File: src/rtl/wzs_pkg.sv
// Shared types and constants for the per-pixel baseline z-score block.
// No dependencies; imported by wzs_div and the top level.
package wzs_pkg;

  localparam int unsigned STEPS_PER_STAGE = 4;

  localparam logic [1:0] OP_CLEAR = 2'd0;
  localparam logic [1:0] OP_ADD   = 2'd1;
  localparam logic [1:0] OP_SCORE = 2'd2;

  localparam logic REG_SCORE_METHOD = 1'b0;
  localparam logic REG_MIN_OBS      = 1'b1;

  localparam logic METHOD_ZSCORE = 1'b0;
  localparam logic METHOD_DIFF   = 1'b1;

  localparam logic [15:0] MIN_OBS_FLOOR = 16'd2;
  localparam logic [15:0] COUNT_MAX     = 16'hFFFF;

  typedef struct packed {
    logic [15:0]        n;
    logic signed [31:0] mean;
    logic [63:0]        m2;
  } wzs_entry_t;

  typedef struct packed {
    logic               is_score;
    logic               do_add;
    logic               do_clr;
    logic [15:0]        idx;
    logic               xvalid;
    logic signed [31:0] x;
    logic [15:0]        n;
    logic signed [31:0] mean;
    logic [63:0]        m2;
    logic               d_neg;
    logic [32:0]        ad;
  } wzs_item_t;

  typedef struct packed {
    logic [15:0]        idx;
    logic               xvalid;
    logic [15:0]        n;
    logic signed [31:0] mean;
    logic               d_neg;
    logic [32:0]        ad;
    logic               sd_zero;
  } wzs_score_t;

endpackage

File: src/rtl/wzs_div.sv
// Pipelined restoring divider, STEPS_PER_STAGE quotient bits per stage.
// Depends on wzs_pkg; carries an opaque tag alongside each beat.
module wzs_div import wzs_pkg::*; #(
  parameter int unsigned NW = 64,
  parameter int unsigned DW = 16,
  parameter int unsigned TW = 1
) (
  input  logic          clk_i,
  input  logic          rst_ni,
  input  logic          en_i,
  input  logic          vld_i,
  input  logic [NW-1:0] num_i,
  input  logic [DW-1:0] dvs_i,
  input  logic [TW-1:0] tag_i,
  output logic          vld_o,
  output logic [NW-1:0] quo_o,
  output logic [TW-1:0] tag_o
);

  localparam int unsigned NS = (NW + STEPS_PER_STAGE - 1) / STEPS_PER_STAGE;

  logic [NS-1:0] vld_q;
  logic [DW-1:0] rem_q [NS];
  logic [DW-1:0] rem_d [NS];
  logic [NW-1:0] num_q [NS];
  logic [NW-1:0] num_d [NS];
  logic [DW-1:0] dvs_q [NS];
  logic [DW-1:0] dvs_d [NS];
  logic [TW-1:0] tag_q [NS];
  logic [TW-1:0] tag_d [NS];

  always_comb begin
    logic [DW-1:0] rem;
    logic [NW-1:0] num;
    logic [DW-1:0] dvs;
    logic [DW:0]   t;
    for (int s = 0; s < NS; s++) begin
      if (s == 0) begin
        rem      = '0;
        num      = num_i;
        dvs      = dvs_i;
        tag_d[s] = tag_i;
      end else begin
        rem      = rem_q[s-1];
        num      = num_q[s-1];
        dvs      = dvs_q[s-1];
        tag_d[s] = tag_q[s-1];
      end
      for (int k = 0; k < STEPS_PER_STAGE; k++) begin
        if (s * STEPS_PER_STAGE + k < NW) begin
          t = {rem, num[NW-1]};
          if (t >= {1'b0, dvs}) begin
            t   = t - {1'b0, dvs};
            rem = t[DW-1:0];
            num = {num[NW-2:0], 1'b1};
          end else begin
            rem = t[DW-1:0];
            num = {num[NW-2:0], 1'b0};
          end
        end
      end
      rem_d[s] = rem;
      num_d[s] = num;
      dvs_d[s] = dvs;
    end
  end

  always_ff @(posedge clk_i or negedge rst_ni) begin
    if (!rst_ni) begin
      vld_q <= '0;
    end else if (en_i) begin
      for (int s = 0; s < NS; s++) begin
        if (s == 0) begin
          vld_q[s] <= vld_i;
        end else begin
          vld_q[s] <= vld_q[s-1];
        end
      end
    end
  end

  always_ff @(posedge clk_i) begin
    if (en_i) begin
      for (int s = 0; s < NS; s++) begin
        rem_q[s] <= rem_d[s];
        num_q[s] <= num_d[s];
        dvs_q[s] <= dvs_d[s];
        tag_q[s] <= tag_d[s];
      end
    end
  end

  assign vld_o = vld_q[NS-1];
  assign quo_o = num_q[NS-1];
  assign tag_o = tag_q[NS-1];

endmodule

File: config.mk
export PLATFORM = sky130hd
export DESIGN_NAME = wzs_div
export DESIGN_NICKNAME = d
export VERILOG_FILES = /design/src/rtl/wzs_pkg.sv /design/src/rtl/wzs_div.sv
export SDC_FILE = /design/constraint.sdc
export NUM_CORES = 2
export LEC_CHECK = 0
export BUFFER_PORTS_ARGS = -buffer_cell sky130_fd_sc_hd__clkbuf_2
export CAP_MARGIN = 20
export CORE_MARGIN = 2
export CORE_UTILIZATION = 50
export CTS_CLUSTER_DIAMETER = 150
export DETAILED_ROUTE_END_ITERATION = 8
export HOLD_SLACK_MARGIN = 0.08
export PLACE_DENSITY = 0.66
export SYNTH_ARGS = -nofsm -noshare
export SYNTH_HDL_FRONTEND = slang
export SYNTH_SLANG_ARGS = --single-unit
File: constraint.sdc
create_clock -name clk_i -period 19.54 [get_ports clk_i]
set_clock_uncertainty 0.15 [all_clocks]
set_input_delay 3.908 -clock clk_i [delete_from_list [all_inputs] [get_ports clk_i]]
set_output_delay 3.908 -clock clk_i [all_outputs]
set_load 0.01 [all_outputs]
After elaboration in Yosys (flattened, before gate mapping):

Memory sizes are Yosys's and may differ from the RTL's.
Index checks and enable logic that the tools add are counted.

* flip-flop bits (word level): 16
* memory bits (writable): 1552
* input bits: 85
* output and inout bits: 66
* logic and storage cells: 263
* memories: 4

* $add $sub $neg: 64
* magnitude comparators: 64
* multiplexer cells: 130

Memories
* num_q: words 16, width 64, read ports 16, clocked after Yosys merged registers in 0, wr ports 16, line wzs_div.sv:25 `logic [NW-1:0] num_q [NS];`
* dvs_q: words 16, width 16, read ports 15, clocked after Yosys merged registers in 0, wr ports 16, line wzs_div.sv:27 `logic [DW-1:0] dvs_q [NS];`
* rem_q: words 16, width 16, read ports 15, clocked after Yosys merged registers in 0, wr ports 16, line wzs_div.sv:23 `logic [DW-1:0] rem_q [NS];`
* tag_q: words 16, width 1, read ports 16, clocked after Yosys merged registers in 0, wr ports 16, line wzs_div.sv:29 `logic [TW-1:0] tag_q [NS];`

Operators with widths (number)
* greater-or-equal comparator 17 x 16 -> 1 bit: 63
* two-way mux 16 bit: 64
* subtractor 16 bit: 63
* two-way mux 1 bit: 66
* greater-or-equal comparator 1 x 16 -> 1 bit: 1
* subtractor 1 x 16 -> 16 bit: 1

Longest topological paths before layout:

* depth after elaboration: 8
* gate-level depth with buffers: 52

Worst setup path before layout:

No wires, ideal clock.

* path kind: input port to flip-flop
* start: input dvs_i[1]
* end: memory rem_q[0][10] (data pin)
* data arrival time: 12.688 ns
* required time: 19.130 ns
* slack: 6.443 ns
* stages on the path: 46
* path buffers: 6
* cell sequence: clkinv_1 > ha_1 > buf_1 > a21oi_1 > nor3_2 > and2_1 > ha_1 > nand3_1 > a21oi_1 > nor2_1 > o311ai_0 > a41oi_1 > nand2b_1 > and2_1 > buf_1 > inv_1 > nor2_1 > a21oi_1 > (+10 left out) > clkbuf_1 > buf_2 > mux2_2 > inv_1 > ha_1 > nor2b_1 > o21ai_0 > a21boi_0 > o21a_1 > o22ai_1 > o22ai_1 > o31ai_1 > a21oi_1 > nor2_1 > o221a_2 > clkbuf_1 > buf_2 > mux2_2

RTL lines
* from (decl): line wzs_div.sv:13 `input logic [DW-1:0] dvs_i,`
* to (decl): line wzs_div.sv:23

==> Flow_metrics.wiki <==
{| class="wikitable"
! Metric !! Value
|-
| Clk Latency, worst-skew pair || 0.84 ns
|-
| Vertical extent of the die || 459 microns
|-
| Post-synthesis to final-layout area growth || 8.91%
|-
| Number of clock sinks || 1536
|-
| Post-synthesis sequential element count || 1536
|-
| Setup repair after global routing missed its margin || no
|-
| Post-synthesis net count || 10600
|-
| Status || completed
|-
| Number of flops mapped to enable cells by yosys || 1520
|-
| DIE WIDTH || 459 microns
|-
| HPWL after detailed placement || 187 mm
|-
| Leading register cell type out of synthesis || edfxtp_1
|-
| Syn Std Cell Area || 0.103 sq mm
|-
| Number of endpoints with negative hold slack in the final report || 0
|-
| Drt drc || 0
|-
| Slowest stage cell on the critical path || or4b_2
|-
| Critical path's top delay family || compound AO/OA/AOI/OAI gates
|-
| Inserted Clock Buffers || 168
|-
| Maximum frequency from static timing analysis || 0.0698 GHz
|-
| Period minus WS final || 14.32 ns
|-
| DRT antenna net count || 0
|-
| Boundary pin count || 151
|-
| Setup TNS || 0 ns
|-
| Initial core utilization || 50.4%
|-
| Initial antenna violation count || 2
|-
| Clk Tree Root Cell || clkbuf_16
|-
| Required time of the worst setup path || 20.09 ns
|-
| Number of fillers in the final layout || 17400
|-
| Critical setup path kind || input pin to flop
|-
| Hold-fix buffers, CTS || 0
|-
| First-pass DRT Iterations || 5
|-
| Worst-case headroom to the max-slew limit || 29.2%
|-
| Post-route clock period utilization || 73.3%
|-
| Uppermost signal routing layer after detailed routing || met4
|-
| Number of failing setup endpoints in the final timing report || 0
|-
| CP endpoint kind || flop
|-
| Number of H-tree levels || 4
|-
| Highest net fanout along the worst path || 16
|-
| Footprint of the multi-input gates || 0.0538 sq mm
|-
| Average wire per standard cell || 19.8 microns
|-
| Routed vias || 73500
|-
| Critical Path Max Stage Delay || 0.64 ns
|-
| Synthesized area divided by synthesized cell count || 10.9 sq um
|-
| Clock tree from TritonCTS || built
|-
| Average via count per standard cell || 5.90
|-
| Initial drt markers || 5977
|-
| Die footprint || 0.210 sq mm
|-
| Netlist cell types || 112
|-
| Area used by sequential logic in the layout || 0.0460 sq mm
|-
| Total routing resource utilization after global routing || 22.9%
|-
| Kind of path behind the tightest hold check || flop to flop
|-
| Pin count of the biggest net entering global routing || 195
|-
| Final worst-path setup slack || 5.22 ns
|-
| Warnings, synthesis || 0
|-
| Largest buffer count on any clock path || 3
|-
| Met1 Routed Length || 112 mm
|-
| Detailed route wirelength on metal2 || 115 mm
|-
| Hold Slack || 0.237 ns
|-
| Portion of the post-synthesis area used by sequential elements || 44.5%
|-
| Post-Syn Instances || 9459
|-
| Max-slew violation total from the final report || 0
|-
| Worst setup SP type || input pin
|-
| Std cell rows || 166
|-
| Data arrival time of the critical path || 14.88 ns
|-
| Area inside the core boundary || 0.205 sq mm
|-
| Vias in the first global route || 71700
|-
| Worst Max-Slew Pin Slew || 1.06 ns
|-
| First-pass GRT wire length || 387 mm
|-
| Sum of overflow across all layers after global routing || 0
|-
| Routability congestion estimate from global placement || 0.935
|-
| Post-Place Worst Slack || 4.50 ns
|-
| Detail Route met3 WL || 10.7 mm
|-
| Proportion of synthesized flip-flops having asynchronous set or reset || 1.04%
|-
| Count of port buffers added during placement || 150
|-
| Detailed Route WL || 246 mm
|-
| Final nets || 10800
|-
| Setup Buffers After CTS || 0
|-
| Clk slew on worst S/H paths || 0.06 ns
|-
| Utilization after layout || 54.9%
|-
| Cells resized by post-CTS repair || 0
|-
| Buffering stage count on the worst path with inverters included || 3
|-
| Share of post-route cells with drive strength above 1 || 11.8%
|-
| Number of maximum-capacitance constraint violations || 0
|}
[worst register-to-register path, delay by kind of cell (launching register included)]
kind / cells / cell delay [ns]
AO/OA/AOI/OAI: 22 / 6.35
AND/OR/NAND/NOR: 13 / 3.87
adder cells (fa/ha/maj): 4 / 1.38
buffers and inverters: 4 / 0.76
flip-flops: 1 / 0.35
multiplexers: 1 / 0.33
[stage by stage]
step / instances / instance area, sq um
3_3_place_gp: 12100 / 107000
3_5_place_dp: 12100 / 107000
5_1_grt: 12400 / 113000
4_1_cts: 12400 / 113000
6_report: 12500 / 113000
2_1_floorplan: 9459 / 103000
[cell families (layout without fill, tap and decap cells)]
group                      count (synthesis)  in the layout  synth area share, %
AOI/OAI and AO/OA                       2368           2368                 14.8
and+or+nand+nor                         2246           2246                 10.7
DFF                                     1536           1536                 44.5
adders and majority gates               1072           1072                 13.4
buffers and inverters                    876           1175                 3.50
xor gates and xnor gates                 681            681                 5.77
muxes                                    680            680                 7.30
other                                      0              6                    0
[metal layers]
metal,track usage [%],vias up
met5,0,-
met4,8.22,0
met3,2.96,445
met2,38.0,1745
met1,30.7,35400
li1,-,35900
[final timing paths]
kind	startpoint	endpoint	slack [ns]	cells after the start
min in group asynchronous	rst_ni	vld_q[14]	2.83	1
worst max register to register	dvs_q[0][106]	rem_q[0][123]	6.08	44
max in group asynchronous	rst_ni	vld_q[6]	16.12	1
worst min-delay path	num_q[1][388]	num_q[1][456]	0.24	0
worst max-delay path	dvs_i[1]	rem_q[0][14]	5.22	40
worst min register to register	num_q[1][388]	num_q[1][456]	0.24	0
[Yosys cell counts, drive strengths merged, types with 44 or more instances]
cell type	count	area [sq um]
mux2	575	6490
xnor2	467	4090
nor2b	156	976
fa	62	1240
nand3	162	816
o211ai	60	460
edfxtp	1520	45600
o21ai	507	2540
and2	44	275
a211oi	92	713
ha	1010	12600
o21bai	98	736
nor3	196	1000
inv	670	2510
o31ai	61	463
xor2	214	1870
nand2b	107	669
buf	125	797
nand4	155	970
nor4	65	419
a31oi	54	365
nand2	471	1770
a21boi	61	462
a21oi	697	3490
and3	59	369
clkbuf	79	297
or2	59	369
or3	55	349
mux2i	105	1070
o21a	142	1070
nor2	635	2390
a21o	282	2120
[state kept, by name, summed over array words and instances (netlist names)]
signal  flops
tag_q      16
vld_q      16
rem_q     240
dvs_q     240
num_q    1024
[final cells by class]
| type | instances | share of cell area [%] |
|---|---|---|
| Sequential cell | 1536 | 40.9 |
| Multi-Input combinational cell | 7047 | 47.8 |
| Antenna cell | 6 | 0.0133 |
| Timing Repair Buffer | 198 | 1.07 |
| Inverter | 672 | 2.24 |
| Clock buffer | 201 | 3.90 |
| Clock inverter | 104 | 1.15 |
| Tap cell | 2688 | 2.99 |
[placed cells by master (no fill, tap or decap), types with 59 or more instances in the layout]
master / Yosys / routed
nor2b_1: 156 / 156
a21o_1: 282 / 282
and3_1: 59 / 59
xor2_1: 214 / 214
a211oi_1: 89 / 88
edfxtp_1: 1520 / 1520
mux2i_1: 103 / 103
clkbuf_16: 0 / 170
nand4_1: 155 / 155
nor4_1: 63 / 62
nand2b_1: 107 / 107
xnor2_1: 467 / 467
o21a_1: 141 / 141
nor3_1: 193 / 193
o31ai_1: 60 / 59
clkbuf_2: 0 / 149
nand3_1: 161 / 161
mux2_2: 567 / 567
o21ai_0: 496 / 496
inv_1: 660 / 660
nand2_1: 471 / 471
o21bai_1: 98 / 98
fa_1: 62 / 62
a21oi_1: 697 / 697
ha_1: 1010 / 1010
nor2_1: 634 / 634
Power is left out: the tool's default activity adds up to more than one toggle a clock period on the data nets, which glitch-free logic cannot reach.
